==> src/hdl/plm_pkg.sv <==
`default_nettype none

package plm_pkg;

  // defaults for the top-level parameters
  localparam int unsigned TableSizeDef = 256;
  localparam int unsigned MaxPointsDef = 8;

  // field widths
  localparam int unsigned IdxW   = 8;
  localparam int unsigned PosW   = 9;
  localparam int unsigned SlotW  = 3;
  localparam int unsigned CompW  = 8;
  localparam int unsigned ColorW = 3 * CompW;
  localparam int unsigned CountW = 4;

  // interpolation datapath widths
  localparam int unsigned NumW  = PosW + CompW;
  localparam int unsigned DvsW  = PosW + 1;
  localparam int unsigned DvdW  = DvsW + CompW;
  localparam int unsigned StepW = $clog2(CompW);

  // register port
  localparam int unsigned PaddrW  = 3;
  localparam int unsigned PdataW  = 32;
  localparam int unsigned RegIdxW = 1;

  localparam logic [RegIdxW-1:0] RegPointCount = RegIdxW'(0);
  localparam logic [RegIdxW-1:0] RegGrayMode   = RegIdxW'(1);

  localparam logic [CountW-1:0] CountRst = CountW'(2);
  localparam logic [CountW-1:0] MinCount = CountW'(2);

  // transaction kinds
  localparam logic KindLoad   = 1'b0;
  localparam logic KindLookup = 1'b1;

  // color component being interpolated
  localparam logic [1:0] CompRed   = 2'd0;
  localparam logic [1:0] CompGreen = 2'd1;
  localparam logic [1:0] CompBlue  = 2'd2;

  typedef enum logic [2:0] {
    ST_IDLE,
    ST_CHK_LAST,
    ST_CHK_FIRST,
    ST_SCAN,
    ST_MUL,
    ST_DIV,
    ST_OUT
  } plm_state_e;

endpackage

`default_nettype wire

==> src/hdl/plm_if.sv <==
`default_nettype none

interface plm_in_if;
  import plm_pkg::*;

  logic              valid;
  logic              ready;
  logic              kind;
  logic [SlotW-1:0]  slot;
  logic [PosW-1:0]   position;
  logic [CompW-1:0]  point_red;
  logic [CompW-1:0]  point_green;
  logic [CompW-1:0]  point_blue;
  logic [IdxW-1:0]   index;

  modport source (
    output valid, kind, slot, position, point_red, point_green, point_blue, index,
    input  ready
  );
  modport sink (
    input  valid, kind, slot, position, point_red, point_green, point_blue, index,
    output ready
  );
endinterface

interface plm_out_if;
  import plm_pkg::*;

  logic             valid;
  logic             ready;
  logic [CompW-1:0] red;
  logic [CompW-1:0] green;
  logic [CompW-1:0] blue;

  modport source (
    output valid, red, green, blue,
    input  ready
  );
  modport sink (
    input  valid, red, green, blue,
    output ready
  );
endinterface

`default_nettype wire

==> src/hdl/plm_ram.sv <==
`default_nettype none

module plm_ram #(
  parameter int unsigned Width = 8,
  parameter int unsigned Depth = 8
) (
  input  logic                                      clk_i,
  input  logic                                      we_i,
  input  logic [((Depth > 1) ? $clog2(Depth) : 1)-1:0] waddr_i,
  input  logic [Width-1:0]                          wdata_i,
  input  logic [((Depth > 1) ? $clog2(Depth) : 1)-1:0] raddr_i,
  output logic [Width-1:0]                          rdata_o
);

  logic [Width-1:0] mem_q [Depth];
  logic [Width-1:0] rdata_q;

  always_ff @(posedge clk_i) begin
    if (we_i) begin
      mem_q[waddr_i] <= wdata_i;
    end
    rdata_q <= mem_q[raddr_i];
  end

  assign rdata_o = rdata_q;

endmodule

`default_nettype wire

==> src/hdl/plm_div.sv <==
`default_nettype none

module plm_div (
  input  logic                      clk_i,
  input  logic                      rst_ni,
  input  logic                      start_i,
  input  logic [plm_pkg::DvdW-1:0]  dividend_i,
  input  logic [plm_pkg::DvsW-1:0]  divisor_i,
  output logic                      done_o,
  output logic [plm_pkg::CompW-1:0] quot_o
);
  import plm_pkg::*;

  logic             busy_q, busy_d;
  logic             done_q, done_d;
  logic [StepW-1:0] cnt_q, cnt_d;
  logic [DvsW-1:0]  rem_q, rem_d;
  logic [DvsW-1:0]  dvs_q, dvs_d;
  logic [CompW-1:0] lo_q, lo_d;
  logic [CompW-1:0] quot_q, quot_d;

  // one restoring step: bring down a dividend bit, trial subtract
  logic [DvsW:0] trial_c;
  logic          ge_c;

  assign trial_c = {rem_q, lo_q[CompW-1]};
  assign ge_c    = (trial_c >= {1'b0, dvs_q});

  always_comb begin
    busy_d = busy_q;
    done_d = 1'b0;
    cnt_d  = cnt_q;
    rem_d  = rem_q;
    dvs_d  = dvs_q;
    lo_d   = lo_q;
    quot_d = quot_q;
    if (start_i) begin
      busy_d = 1'b1;
      cnt_d  = '0;
      rem_d  = dividend_i[DvdW-1:CompW];
      lo_d   = dividend_i[CompW-1:0];
      dvs_d  = divisor_i;
    end else if (busy_q) begin
      rem_d  = ge_c ? DvsW'(trial_c - {1'b0, dvs_q}) : trial_c[DvsW-1:0];
      quot_d = {quot_q[CompW-2:0], ge_c};
      lo_d   = {lo_q[CompW-2:0], 1'b0};
      cnt_d  = cnt_q + StepW'(1);
      if (cnt_q == StepW'(CompW - 1)) begin
        busy_d = 1'b0;
        done_d = 1'b1;
      end
    end
  end

  always_ff @(posedge clk_i or negedge rst_ni) begin
    if (!rst_ni) begin
      busy_q <= 1'b0;
      done_q <= 1'b0;
      cnt_q  <= '0;
    end else begin
      busy_q <= busy_d;
      done_q <= done_d;
      cnt_q  <= cnt_d;
    end
  end

  always_ff @(posedge clk_i) begin
    rem_q  <= rem_d;
    dvs_q  <= dvs_d;
    lo_q   <= lo_d;
    quot_q <= quot_d;
  end

  assign done_o = done_q;
  assign quot_o = quot_q;

endmodule

`default_nettype wire

==> src/hdl/piecewise_linear_colormap.sv <==
// Piecewise linear colormap. A load transaction (kind 0) stores a control point (table
// position and RGB color) in a slot and returns nothing. A lookup transaction
// (kind 1) returns one color: in gray mode (index, index, index) in the cycle after accept;
// otherwise a sequencer reads the point store one entry per cycle (last point, first point,
// then a segment scan), and a shared 8-step restoring divider forms each component as
// round-half-up of (c0*(L-d) + c1*d) / L, one component after another. A control-point lookup
// runs an end check on the last point and, if that does not settle it, on the first point,
// then a segment scan and, when a segment holds the index, an interpolation of each component
// in turn by the divider; the input is not ready until the result has been taken. Registers
// at byte 0 (point_count, clamped to 2..MAX_POINTS) and byte 4 (gray_mode, reset 1) are to be
// written by the user only while no lookup is in flight; the block does not enforce this.
// Points must be loaded before a lookup reads them.

`default_nettype none

module piecewise_linear_colormap #(
  parameter int unsigned TABLE_SIZE = plm_pkg::TableSizeDef,
  parameter int unsigned MAX_POINTS = plm_pkg::MaxPointsDef
) (
  input  logic                       clk_i,
  input  logic                       rst_ni,
  input  logic                       psel,
  input  logic                       penable,
  input  logic                       pwrite,
  input  logic [plm_pkg::PaddrW-1:0] paddr,
  input  logic [plm_pkg::PdataW-1:0] pwdata,
  output logic [plm_pkg::PdataW-1:0] prdata,
  output logic                       pready,
  plm_in_if.sink                     item_i,
  plm_out_if.source                  color_o
);
  import plm_pkg::*;

  localparam int unsigned AddrW   = (MAX_POINTS > 1) ? $clog2(MAX_POINTS) : 1;
  localparam int unsigned LastIdx = TABLE_SIZE - 1;
  localparam int unsigned EntryW  = PosW + ColorW;

  // ---------------------------------------------------------------------------
  // configuration registers
  // ---------------------------------------------------------------------------
  logic [CountW-1:0]  count_q;
  logic               gray_q;
  logic [RegIdxW-1:0] reg_idx_c;
  logic               cfg_we_c;

  assign pready    = 1'b1;
  assign reg_idx_c = paddr[PaddrW-1:2];
  assign cfg_we_c  = psel & penable & pwrite;

  always_ff @(posedge clk_i or negedge rst_ni) begin
    if (!rst_ni) begin
      count_q <= CountRst;
      gray_q  <= 1'b1;
    end else if (cfg_we_c) begin
      case (reg_idx_c)
        RegPointCount: count_q <= pwdata[CountW-1:0];
        RegGrayMode:   gray_q  <= pwdata[0];
        default:       ;
      endcase
    end
  end

  always_comb begin
    case (reg_idx_c)
      RegPointCount: prdata = PdataW'(count_q);
      RegGrayMode:   prdata = PdataW'(gray_q);
      default:       prdata = '0;
    endcase
  end

  // number of points in use, clamped, and the slot of the last one
  logic [CountW:0]  n_c;
  logic [AddrW-1:0] last_c;

  always_comb begin
    if (count_q < MinCount) begin
      n_c = (CountW+1)'(MinCount);
    end else if ({1'b0, count_q} > (CountW+1)'(MAX_POINTS)) begin
      n_c = (CountW+1)'(MAX_POINTS);
    end else begin
      n_c = {1'b0, count_q};
    end
  end

  assign last_c = AddrW'(n_c - (CountW+1)'(1));

  // ---------------------------------------------------------------------------
  // point store: {position, red, green, blue} per slot, registered read
  // ---------------------------------------------------------------------------
  logic              ram_we_c;
  logic [AddrW-1:0]  ram_raddr_c;
  logic [EntryW-1:0] ram_rdata;
  logic [PosW-1:0]   rd_pos_c;
  logic [ColorW-1:0] rd_col_c;
  logic              slot_ok_c;

  assign slot_ok_c = (32'(item_i.slot) < MAX_POINTS);
  assign rd_pos_c  = ram_rdata[EntryW-1 -: PosW];
  assign rd_col_c  = ram_rdata[ColorW-1:0];

  plm_ram #(
    .Width (EntryW),
    .Depth (MAX_POINTS)
  ) u_plm_ram (
    .clk_i   (clk_i),
    .we_i    (ram_we_c),
    .waddr_i (AddrW'(item_i.slot)),
    .wdata_i ({item_i.position, item_i.point_red, item_i.point_green, item_i.point_blue}),
    .raddr_i (ram_raddr_c),
    .rdata_o (ram_rdata)
  );

  // ---------------------------------------------------------------------------
  // sequencer state and working registers
  // ---------------------------------------------------------------------------
  plm_state_e state_q, state_d;

  logic [IdxW-1:0]   idx_q;
  logic [AddrW-1:0]  addr_q;
  logic [PosW-1:0]   prev_pos_q;
  logic [ColorW-1:0] prev_col_q;
  logic [ColorW-1:0] clast_q;
  logic [ColorW-1:0] c1_q;
  logic [PosW-1:0]   len_q;
  logic [PosW-1:0]   d_q;
  logic [1:0]        comp_q;
  logic [ColorW-1:0] res_q;

  // index clamped to the table
  logic [IdxW-1:0] idx_c;
  assign idx_c = (32'(item_i.index) > LastIdx) ? IdxW'(LastIdx) : item_i.index;

  // compares against the entry just read
  logic [PosW-1:0] idx9_c;
  logic            is_end_c;
  logic            ge_rd_c;
  logic            hit_c;
  logic            in_acc_c;

  assign idx9_c   = PosW'(idx_q);
  assign is_end_c = (32'(idx_q) == LastIdx);
  assign ge_rd_c  = (idx9_c >= rd_pos_c);
  assign hit_c    = (prev_pos_q <= idx9_c) && (idx9_c < rd_pos_c);
  assign in_acc_c = item_i.valid & item_i.ready;

  // ---------------------------------------------------------------------------
  // interpolation: numerator for the current component, then the shared divider
  // ---------------------------------------------------------------------------
  logic [CompW-1:0] c0_c, c1_c;
  logic [NumW-1:0]  prod0_c, prod1_c, num_c;
  logic [DvdW-1:0]  dvd_c;
  logic [DvsW-1:0]  dvs_c;
  logic             div_start_c;
  logic             div_done;
  logic [CompW-1:0] div_quot;

  always_comb begin
    case (comp_q)
      CompRed: begin
        c0_c = prev_col_q[3*CompW-1 -: CompW];
        c1_c = c1_q[3*CompW-1 -: CompW];
      end
      CompGreen: begin
        c0_c = prev_col_q[2*CompW-1 -: CompW];
        c1_c = c1_q[2*CompW-1 -: CompW];
      end
      default: begin
        c0_c = prev_col_q[CompW-1:0];
        c1_c = c1_q[CompW-1:0];
      end
    endcase
  end

  // round half up: (2*num + L) / (2*L)
  assign prod0_c = NumW'(c0_c) * NumW'(len_q - d_q);
  assign prod1_c = NumW'(c1_c) * NumW'(d_q);
  assign num_c   = prod0_c + prod1_c;
  assign dvd_c   = {num_c, 1'b0} + DvdW'(len_q);
  assign dvs_c   = {len_q, 1'b0};

  plm_div u_plm_div (
    .clk_i      (clk_i),
    .rst_ni     (rst_ni),
    .start_i    (div_start_c),
    .dividend_i (dvd_c),
    .divisor_i  (dvs_c),
    .done_o     (div_done),
    .quot_o     (div_quot)
  );

  // ---------------------------------------------------------------------------
  // next state
  // ---------------------------------------------------------------------------
  always_comb begin
    state_d = state_q;
    case (state_q)
      ST_IDLE: begin
        if (item_i.valid && (item_i.kind == KindLookup)) begin
          state_d = gray_q ? ST_OUT : ST_CHK_LAST;
        end
      end
      // entry of the last point is on the read port
      ST_CHK_LAST:  state_d = (is_end_c || ge_rd_c) ? ST_OUT : ST_CHK_FIRST;
      // entry of point 0 is on the read port
      ST_CHK_FIRST: state_d = ge_rd_c ? ST_SCAN : ST_OUT;
      // entry addr_q is on the read port, entry addr_q-1 is held in prev
      ST_SCAN: begin
        if (hit_c) begin
          state_d = ST_MUL;
        end else if (addr_q == last_c) begin
          state_d = ST_OUT;
        end
      end
      ST_MUL: state_d = ST_DIV;
      ST_DIV: begin
        if (div_done) begin
          state_d = (comp_q == CompBlue) ? ST_OUT : ST_MUL;
        end
      end
      ST_OUT: begin
        if (color_o.ready) begin
          state_d = ST_IDLE;
        end
      end
      default: state_d = ST_IDLE;
    endcase
  end

  always_ff @(posedge clk_i or negedge rst_ni) begin
    if (!rst_ni) begin
      state_q <= ST_IDLE;
    end else begin
      state_q <= state_d;
    end
  end

  // ---------------------------------------------------------------------------
  // sequencer outputs
  // ---------------------------------------------------------------------------
  always_comb begin
    item_i.ready = 1'b0;
    color_o.valid = 1'b0;
    ram_we_c     = 1'b0;
    ram_raddr_c  = '0;
    div_start_c  = 1'b0;
    case (state_q)
      ST_IDLE: begin
        item_i.ready = 1'b1;
        ram_we_c     = item_i.valid & (item_i.kind == KindLoad) & slot_ok_c;
        // prefetch the last point so it is ready the cycle after accept
        ram_raddr_c  = last_c;
      end
      ST_CHK_LAST:  ram_raddr_c = '0;
      ST_CHK_FIRST: ram_raddr_c = AddrW'(1);
      ST_SCAN:      ram_raddr_c = addr_q + AddrW'(1);
      ST_MUL:       div_start_c = 1'b1;
      ST_OUT:       color_o.valid = 1'b1;
      default:      ;
    endcase
  end

  // ---------------------------------------------------------------------------
  // datapath registers
  // ---------------------------------------------------------------------------
  always_ff @(posedge clk_i) begin
    case (state_q)
      ST_IDLE: begin
        if (in_acc_c && (item_i.kind == KindLookup)) begin
          idx_q <= idx_c;
          res_q <= {idx_c, idx_c, idx_c};
        end
      end
      ST_CHK_LAST: begin
        clast_q <= rd_col_c;
        res_q   <= rd_col_c;
      end
      ST_CHK_FIRST: begin
        res_q      <= rd_col_c;
        prev_pos_q <= rd_pos_c;
        prev_col_q <= rd_col_c;
        addr_q     <= AddrW'(1);
      end
      ST_SCAN: begin
        if (hit_c) begin
          c1_q   <= rd_col_c;
          len_q  <= rd_pos_c - prev_pos_q;
          d_q    <= idx9_c - prev_pos_q;
          comp_q <= CompRed;
        end else if (addr_q == last_c) begin
          // no segment holds the index
          res_q <= clast_q;
        end else begin
          prev_pos_q <= rd_pos_c;
          prev_col_q <= rd_col_c;
          addr_q     <= addr_q + AddrW'(1);
        end
      end
      ST_DIV: begin
        if (div_done) begin
          case (comp_q)
            CompRed:   res_q[3*CompW-1 -: CompW] <= div_quot;
            CompGreen: res_q[2*CompW-1 -: CompW] <= div_quot;
            default:   res_q[CompW-1:0]          <= div_quot;
          endcase
          comp_q <= comp_q + 2'd1;
        end
      end
      default: ;
    endcase
  end

  assign color_o.red   = res_q[3*CompW-1 -: CompW];
  assign color_o.green = res_q[2*CompW-1 -: CompW];
  assign color_o.blue  = res_q[CompW-1:0];

endmodule

`default_nettype wire

==> src/flat_wrapper.sv <==
// flat-port wrapper written by rule: the top's interface ports become plain ports
module piecewise_linear_colormap_flat import plm_pkg::*;
#(
  parameter int unsigned TABLE_SIZE = plm_pkg::TableSizeDef,
  parameter int unsigned MAX_POINTS = plm_pkg::MaxPointsDef
)
  (clk_i, rst_ni, psel, penable, pwrite, paddr, pwdata, prdata, pready, item_i_valid, item_i_kind, item_i_slot, item_i_position, item_i_point_red, item_i_point_green, item_i_point_blue, item_i_index, item_i_ready, color_o_valid, color_o_red, color_o_green, color_o_blue, color_o_ready);
  plm_in_if item_i_i ();
  plm_out_if color_o_i ();
  input  logic clk_i;
  input  logic rst_ni;
  input  logic psel;
  input  logic penable;
  input  logic pwrite;
  input  logic [plm_pkg::PaddrW-1:0] paddr;
  input  logic [plm_pkg::PdataW-1:0] pwdata;
  output logic [plm_pkg::PdataW-1:0] prdata;
  output logic pready;
  input wire logic [$bits(item_i_i.valid)-1:0] item_i_valid;
  input wire logic [$bits(item_i_i.kind)-1:0] item_i_kind;
  input wire logic [$bits(item_i_i.slot)-1:0] item_i_slot;
  input wire logic [$bits(item_i_i.position)-1:0] item_i_position;
  input wire logic [$bits(item_i_i.point_red)-1:0] item_i_point_red;
  input wire logic [$bits(item_i_i.point_green)-1:0] item_i_point_green;
  input wire logic [$bits(item_i_i.point_blue)-1:0] item_i_point_blue;
  input wire logic [$bits(item_i_i.index)-1:0] item_i_index;
  output wire logic [$bits(item_i_i.ready)-1:0] item_i_ready;
  output wire logic [$bits(color_o_i.valid)-1:0] color_o_valid;
  output wire logic [$bits(color_o_i.red)-1:0] color_o_red;
  output wire logic [$bits(color_o_i.green)-1:0] color_o_green;
  output wire logic [$bits(color_o_i.blue)-1:0] color_o_blue;
  input wire logic [$bits(color_o_i.ready)-1:0] color_o_ready;
  assign item_i_i.valid = item_i_valid;
  assign item_i_i.kind = item_i_kind;
  assign item_i_i.slot = item_i_slot;
  assign item_i_i.position = item_i_position;
  assign item_i_i.point_red = item_i_point_red;
  assign item_i_i.point_green = item_i_point_green;
  assign item_i_i.point_blue = item_i_point_blue;
  assign item_i_i.index = item_i_index;
  assign item_i_ready = item_i_i.ready;
  assign color_o_valid = color_o_i.valid;
  assign color_o_red = color_o_i.red;
  assign color_o_green = color_o_i.green;
  assign color_o_blue = color_o_i.blue;
  assign color_o_i.ready = color_o_ready;
  piecewise_linear_colormap #(.TABLE_SIZE(TABLE_SIZE), .MAX_POINTS(MAX_POINTS)) u_core (.clk_i(clk_i), .rst_ni(rst_ni), .psel(psel), .penable(penable), .pwrite(pwrite), .paddr(paddr), .pwdata(pwdata), .prdata(prdata), .pready(pready), .item_i(item_i_i), .color_o(color_o_i));
endmodule
==> config.mk <==
export PLATFORM = sky130hd
export DESIGN_NAME = piecewise_linear_colormap_flat
export DESIGN_NICKNAME = d
export VERILOG_FILES = /design/src/hdl/plm_pkg.sv /design/src/hdl/plm_if.sv /design/src/hdl/plm_ram.sv /design/src/hdl/plm_div.sv /design/src/hdl/piecewise_linear_colormap.sv /design/src/flat_wrapper.sv
export SDC_FILE = /design/constraint.sdc
export NUM_CORES = 1
export LEC_CHECK = 0
export ABC_AREA = 1
export BUFFER_PORTS_ARGS = -buffer_cell sky130_fd_sc_hd__buf_2
export CORE_ASPECT_RATIO = 0.9
export CORE_MARGIN = 2
export CORE_UTILIZATION = 60
export CTS_BUF_LIST = sky130_fd_sc_hd__clkbuf_4
export DETAILED_ROUTE_END_ITERATION = 10
export HOLD_SLACK_MARGIN = 0.12
export PLACE_DENSITY = 0.8
export SLEW_MARGIN = 20
export SYNTH_ARGS = -nofsm -noshare
export SYNTH_HDL_FRONTEND = slang
export SYNTH_HIERARCHICAL = 1
export SYNTH_SLANG_ARGS = --single-unit
==> constraint.sdc <==
create_clock -name clk_i -period 9.9 [get_ports clk_i]
set_input_delay 0.99 -clock clk_i [delete_from_list [all_inputs] [get_ports clk_i]]
set_output_delay 0.99 -clock clk_i [all_outputs]
set_load 0.02 [all_outputs]
==> results of run 1 <==
## final cells by class
class | count | area share (%)
Clock buffer | 180 | 4.428
Multi-Input combinational cell | 1744 | 36.16
Sequential cell | 482 | 46.15
Inverter | 658 | 8.098
Antenna cell | 2 | 0.01640
Timing Repair Buffer | 109 | 1.985
Clock inverter | 33 | 0.6438
Tap cell | 616 | 2.526
## placed cells by master (no fill, tap or decap), types with 3 or more instances in the layout
cell type and count:
clkbuf_4 180, nor3_1 7, xnor2_1 15, o211ai_1 3
a22o_1 15, o21ai_0 21, clkinv_1 26, ha_1 119
dfxtp_1 33, nand3_2 11, nand2_1 810, clkinv_2 5
edfxtp_1 436, a21oi_4 3, inv_2 15, nor2_4 9
nand2_2 26, nor2_2 6, buf_4 22, dfrtp_1 11
nand3_1 199, inv_1 640, o21ai_1 3, nand3b_1 4
fa_1 135, xor2_1 28, conb_1 30, nand4_1 47
nor2_1 162, a31oi_1 4, o21bai_1 4, buf_2 86
a21oi_1 49, nor4_1 3
## timing repair
item	CTS	global route
gates resized for setup	0	0
hold buffers	1	0
endpoints found under the hold margin	11	0
## metrics by stage
stage,setup WS [ps],cells,util (%),hold WS (ps)
2_1_floorplan,2873,2982,-,426.8
3_3_place_gp,1685,3608,62.45,438.0
3_5_place_dp,1527,3608,62.45,449.5
4_1_cts,1557,3822,65.81,315.8
5_1_grt,975.7,3824,65.82,345.6
6_report,1519,3824,65.82,388.8
## worst max-delay path, delay by kind of cell, from the launching register on
kind,cells,cell delay (ps)
simple gates,16,1720
compound gates,1,840
fa+ha+maj,9,4430
buf+inv,8,540
xor+xnor,1,170
flops,1,420
## registers in the layout, indices dropped and copies added, names as in the netlist, 4 cells and up
register,count
u_core/u_plm_ram/mem_q,264
u_core/u_plm_ram/rdata_o,33
u_core/u_plm_div/rem_q,10
u_core/len_q,9
u_core/clast_q,24
u_core/prev_col_q,24
u_core/count_q,4
u_core/res_q,24
u_core/u_plm_div/quot_o,8
u_core/idx_q,8
u_core/u_plm_div/lo_q,8
u_core/c1_q,24
u_core/u_plm_div/dvs_q,10
u_core/d_q,9
u_core/prev_pos_q,9
## final timing paths
check                                                     endpoint                                 start  cells past startpoint
max                            u_core/u_plm_div/rem_q[7]$_DFFE_PP_        u_core/comp_q[0]$_SDFFCE_PN0P_                     35
min                        u_core/u_plm_ram/mem_q[2][19]$_DFFE_PP_                   item_i_point_red[3]                      1
max reg2reg                    u_core/u_plm_div/rem_q[7]$_DFFE_PP_        u_core/comp_q[0]$_SDFFCE_PN0P_                     35
min reg2reg                   u_core/u_plm_div/quot_o[5]$_DFFE_PP_  u_core/u_plm_div/quot_o[4]$_DFFE_PP_                      0
max in group asynchronous            u_core/count_q[1]$_DFFE_PN1P_                                rst_ni                      2
min in group asynchronous        u_core/u_plm_div/done_o$_DFF_PN0_                                rst_ni                      2
## per-layer routing
metal | wire [um] | global-route usage [%] | share of wire, %
met4 | 2280 | 12.33 | 3.5
met3 | 4583 | 4.749 | 7.0
met5 | 27 | 0 | 0.041
met2 | 32670 | 46.96 | 50
met1 | 26310 | 34.22 | 40
## cells by family (layout without fill, tap and decap cells)
family                     after synthesis  in the layout  share of synthesized area [%]
AOI/OAI and AO/OA                      117            117                          2.643
buffers and inverters                  756            980                          11.09
other                                    2             32                        0.02679
adders and majority gates              254            254                          14.95
and+or+nand+nor                       1300           1300                          19.70
DFF                                    482            482                          50.24
xor gates and xnor gates                43             43                          1.344
==> flow_metrics.tcl, run 1 <==
set metrics [dict create \
    track_usage_pct 27.44 \
    final_antenna_net_count 0 \
    post-cts-setup-buffers 0 \
    postSynthAreaPerCell_um2 9.488 \
    place.gp.congestion 0.9511 \
    setup_tns_ps 0 \
    synth_top_cell_area_share_pct 46.71 \
    cp_max_fo 18 \
    yosysSeqAreaShare_pct 50.24 \
    synth_edf_count 436 \
    cts.path.max_buffers 3 \
    synth.top_cells.by_count "810 x nand2_1, 641 x inv_1, 436 x edfxtp_1" \
    worstPathRequired_ps 10490 \
    die_area_um2 48460 \
    hpwl_mm 45.68 \
    dieWidth_um 231.8 \
    port_buffers 86 \
    min_period_over_period_pct 84.66 \
    cts_tree "yes" \
    synth_top_area_cell "edfxtp_1" \
    fill_cells 3531 \
    slew_viol_final 0 \
    drt_wl_total_mm 65.88 \
    nets 3450 \
    insertion_delay_ps 870 \
    slowest_delay_ps 840 \
    rows 75 \
    overflow 0 \
    critPathLaunchType "flip-flop" \
    syn_inst 2954 \
    drive_above_1_share_pct 12.07 \
    yosys_warnings 6 \
    ios 146 \
    yosys_most_used_dff "edfxtp_1" \
    slew-limit-headroom_pct 25.00 \
    status "completed" \
    cpMaxStageDelayCell "a21oi_1" \
    first_pass_iters 6 \
    skew_ps 73.57 \
    crit_arrival_ps 8970 \
    yosysMostFrequentCell "nand2_1" \
    multi_input_area_um2 11030 \
    setup_viol 0 \
    num_vias 20250 \
    critPathKind "reg2reg" \
    hold_violations 0 \
    fin_crit_ps 8381 \
    area_growth_pct 8.870 \
    synth.distinct_cells 59 \
    cts_sinks 482 \
    grt_pass1_vias 20170 \
    placed_area_um2 28950 \
    cts_max_level 3 \
    initial_core_util_pct 60.46 \
    grt_pass1_wl_mm 102.7 \
    die_h_um 209.0 \
    coreArea_um2 46360 \
    wire_per_inst_um 17.23 \
    timing.max_cap.violations 0 \
    rsz0062_at_grt "false" \
    ys_top_cells_by_area "edfxtp_1 47%, nand2_1 11%, fa_1 9.6%" \
    synthArstFlopShare_pct 2.697 \
    path_common_cell "nand2_1" \
    grt_start_max_net_pins 93 \
    synth_area_um2 28030 \
    drtIter0Drc 1803 \
    timing.reg2reg.setup_slack_ps 1520 \
    drc 0 \
    end_kind "flip-flop" \
    regArea_um2 14080 \
    design_area_um2 30510 \
    root_buffer "clkbuf_4" \
    max_freq_ghz 0.1193 \
    ys_ff_latch 482 \
    holdCritPathClass "in2reg" \
    viasPerCell 5.295 \
    tightest_slew_ps 1116 \
    cts_buffers 114 \
    path_clk_slew_ps 70 \
    antenna_found_initial 5 \
]
Power of run 1 is not shown: default switching activity piles up to over one toggle a cycle in this logic, so the estimate is an artifact.
==> inputs of run 2 (changes only) <==
--- a/config.mk
+++ b/config.mk
@@ -5,15 +5,15 @@
 export SDC_FILE = /design/constraint.sdc
 export NUM_CORES = 1
 export LEC_CHECK = 0
-export ABC_AREA = 1
+export ABC_AREA = 0
 export BUFFER_PORTS_ARGS = -buffer_cell sky130_fd_sc_hd__buf_2
 export CORE_ASPECT_RATIO = 0.9
 export CORE_MARGIN = 2
-export CORE_UTILIZATION = 60
+export CORE_UTILIZATION = 58
 export CTS_BUF_LIST = sky130_fd_sc_hd__clkbuf_4
 export DETAILED_ROUTE_END_ITERATION = 10
 export HOLD_SLACK_MARGIN = 0.12
-export PLACE_DENSITY = 0.8
+export PLACE_DENSITY = 0.81
 export SLEW_MARGIN = 20
 export SYNTH_ARGS = -nofsm -noshare
 export SYNTH_HDL_FRONTEND = slang
==> constraint.sdc (replaced) <==
create_clock -name clk_i -period 7.6 [get_ports clk_i]
set_input_delay 0.76 -clock clk_i [delete_from_list [all_inputs] [get_ports clk_i]]
set_output_delay 0.76 -clock clk_i [all_outputs]
set_load 0.02 [all_outputs]
==> flow_metrics.tcl, run 2 <==
set metrics [dict create \
    cts_buffers 114 \
    ys_ff_latch 482 \
    status "completed" \
    slew-limit-headroom_pct 29.01 \
    synthXorXnorAreaFrac_pct 2.336 \
    fin_crit_ps 7419 \
    worstPathRequired_ps 8190 \
    cts_tree "yes" \
    grt_pass1_vias 16460 \
    syn_inst 1792 \
    slowest_delay_ps 540 \
    met2_usage_pct 43.86 \
    slew_viol_final 0 \
    rows 72 \
    synth.distinct_cells 78 \
    synth_area_um2 25550 \
    min_period_over_period_pct 97.62 \
    min_delay_path_depth 1 \
    cts.path.max_buffers 3 \
    synth_top_cell_area_share_pct 51.24 \
    timing.rr.end "u_core/u_plm_div/rem_q[8]$_DFFE_PP_" \
    regArea_um2 14080 \
    track_usage_pct 26.36 \
    synth.top_cells.by_count "436 x edfxtp_1, 239 x inv_1, 135 x fa_1" \
    drtIter0Drc 1428 \
    nets 2426 \
    root_buffer "clkbuf_4" \
    postSynthAreaPerCell_um2 14.26 \
    synth_compound_area_share_pct 6.631 \
    cp_top_family "adder cells" \
    synth.area.mux_share_pct 8.257 \
    met3_usage_pct 6.643 \
    drt_wl_total_mm 58.86 \
    final_antenna_net_count 0 \
    r2r.worst_path.cells 28 \
    path_common_cell "fa_1" \
    dieWidth_um 225.2 \
    multi_input_area_um2 10740 \
    critPathLaunchType "flip-flop" \
    worstReg2RegStart "u_core/d_q[2]$_DFFE_PP_" \
    die_h_um 203.1 \
    cp_max_fo 4 \
    critPathKind "reg2reg" \
    largest-register "u_core/u_plm_ram/mem_q" \
    first_pass_iters 5 \
    grt_start_max_net_pins 67 \
    largest_reg_flops 264 \
    synthArstFlopShare_pct 2.697 \
    overflow 0 \
    synth_edf_count 436 \
    min-delay-start "item_i_point_red[4]" \
    yosys_most_used_dff "edfxtp_1" \
    cpMaxStageDelayCell "fa_1" \
    yosys.area_share.simple_pct 5.999 \
    tightest_slew_ps 1062 \
    hold_violations 0 \
    ios 146 \
    synth_top_area_cell "edfxtp_1" \
    timing.max_cap.violations 0 \
    die_area_um2 45750 \
    num_vias 15550 \
    crit_arrival_ps 8010 \
    grt_pass1_wl_mm 90.24 \
    port_buffers 86 \
    fill_cells 2917 \
    area_growth_pct 15.63 \
    viasPerCell 5.670 \
    holdCritPathClass "in2reg" \
    max_freq_ghz 0.1348 \
    setup_viol 0 \
    layout_commonest_cell "edfxtp_1" \
    wire_per_inst_um 21.47 \
    min_delay_worst_endpoint "u_core/u_plm_ram/mem_q[3][20]$_DFFE_PP_" \
    synthAdderAreaFrac_pct 16.41 \
    utilization_pct 68.32 \
    mostFrequentLayoutCells "436 x edfxtp_1, 237 x inv_1, 158 x clkbuf_4, 134 x fa_1, 109 x ha_1" \
    timing.reg2reg.setup_slack_ps 180 \
    antenna_found_initial 4 \
    end_kind "flip-flop" \
    skew_ps 62.34 \
    cts_sinks 482 \
    path_clk_slew_ps 80 \
    top_usage_layer "met2" \
    drc 0 \
    synth_top_family_by_area "adder cells" \
    drive_above_1_share_pct 25.70 \
    place.gp.congestion 0.9555 \
    yosysSeqAreaShare_pct 55.11 \
    insertion_delay_ps 880 \
    use_met1_pct 33.17 \
    hpwl_mm 39.14 \
    timing.critical_path.buf_inv 6 \
    yosys_warnings 6 \
    coreArea_um2 43240 \
    yosysMostFrequentCell "edfxtp_1" \
    ys_top_cells_by_area "edfxtp_1 51%, fa_1 11%, ha_1 5.8%" \
    cts_max_level 3 \
    initial_core_util_pct 59.09 \
]
## run 2: cell count changes in the layout (fill, tap and decap cells not counted), sizes merged, moves of 66 or more
cell and delta:
nor2 -84, mux4 +66, nand3 -199, nand2 -754, inv -411, buf +70
## run 2: kinds of logic after synthesis
kind of cell / after synthesis
other: 2
XOR/XNOR: 66
adder cells (fa/ha/maj): 254
buffers and inverters: 312
AO/OA/AOI/OAI: 243
flip-flops: 482
multiplexers: 120
AND/OR/NAND/NOR: 313
## run 2: layer usage
layer  wire, um  vias up
li1           -     7071
met1      22810     7679
met2      29650      675
met3       4531      123
met4       1873        0
met5          0        -
## run 2: how the worst max path moves through the flow
stage	cells past startpoint	start	endpoint
5_1_grt	29	u_core/len_q[0]$_DFFE_PP_	u_core/u_plm_div/rem_q[8]$_DFFE_PP_
3_5_place_dp	29	u_core/d_q[0]$_DFFE_PP_	u_core/u_plm_div/rem_q[8]$_DFFE_PP_
3_3_place_gp	29	u_core/d_q[0]$_DFFE_PP_	u_core/u_plm_div/rem_q[8]$_DFFE_PP_
2_1_floorplan	35	u_core/comp_q[0]$_SDFFCE_PN0P_	u_core/u_plm_div/rem_q[7]$_DFFE_PP_
6_report	28	u_core/d_q[2]$_DFFE_PP_	u_core/u_plm_div/rem_q[8]$_DFFE_PP_
4_1_cts	29	u_core/d_q[0]$_DFFE_PP_	u_core/u_plm_div/rem_q[8]$_DFFE_PP_
## run 2: worst register-to-register path, delay by kind of cell (launching register included)
kind	cells	cell delay (ps)
compound gates	6	1080
fa+ha+maj	8	3500
buf+inv	6	480
simple gates	6	1290
xor+xnor	2	410
flops	1	390
## run 2: stage by stage
stage / area, um^2 / hold WS (ps) / setup WS [ps] / cells / setup TNS (ps)
floorplan: 25660 / 426.8 / 26.66 / 1820 / 0
global placement: 27070 / 435.0 / 2.665 / 2469 / 0
detailed placement: 27070 / 436.1 / -166.4 / 2469 / -319.4
CTS: 29060 / 120.4 / 2.704 / 2724 / 0
global route: 29540 / 130.4 / -60.47 / 2742 / -97.73
finish: 29540 / 195.7 / 180.5 / 2742 / 0
## run 2: timing repair
item	4_1_cts	5_1_grt
endpoints found under the hold margin	201	0
setup endpoints to repair	3	8
setup buffers	0	14
resized for setup	5	67
pin swaps	0	44
hold buffers	41	0
## run 2: layout make-up
| cell class | instances | area share, % |
|---|---|---|
| clock buffer | 158 | 4.015 |
| sequential | 482 | 47.66 |
| timing repair buffer | 219 | 5.252 |
| multi-input combinational | 1026 | 36.35 |
| inverter | 242 | 3.075 |
| tap | 555 | 2.351 |
| antenna | 4 | 0.03388 |
| clock inverter | 56 | 1.266 |
Power of run 2 is left out for the same reason.
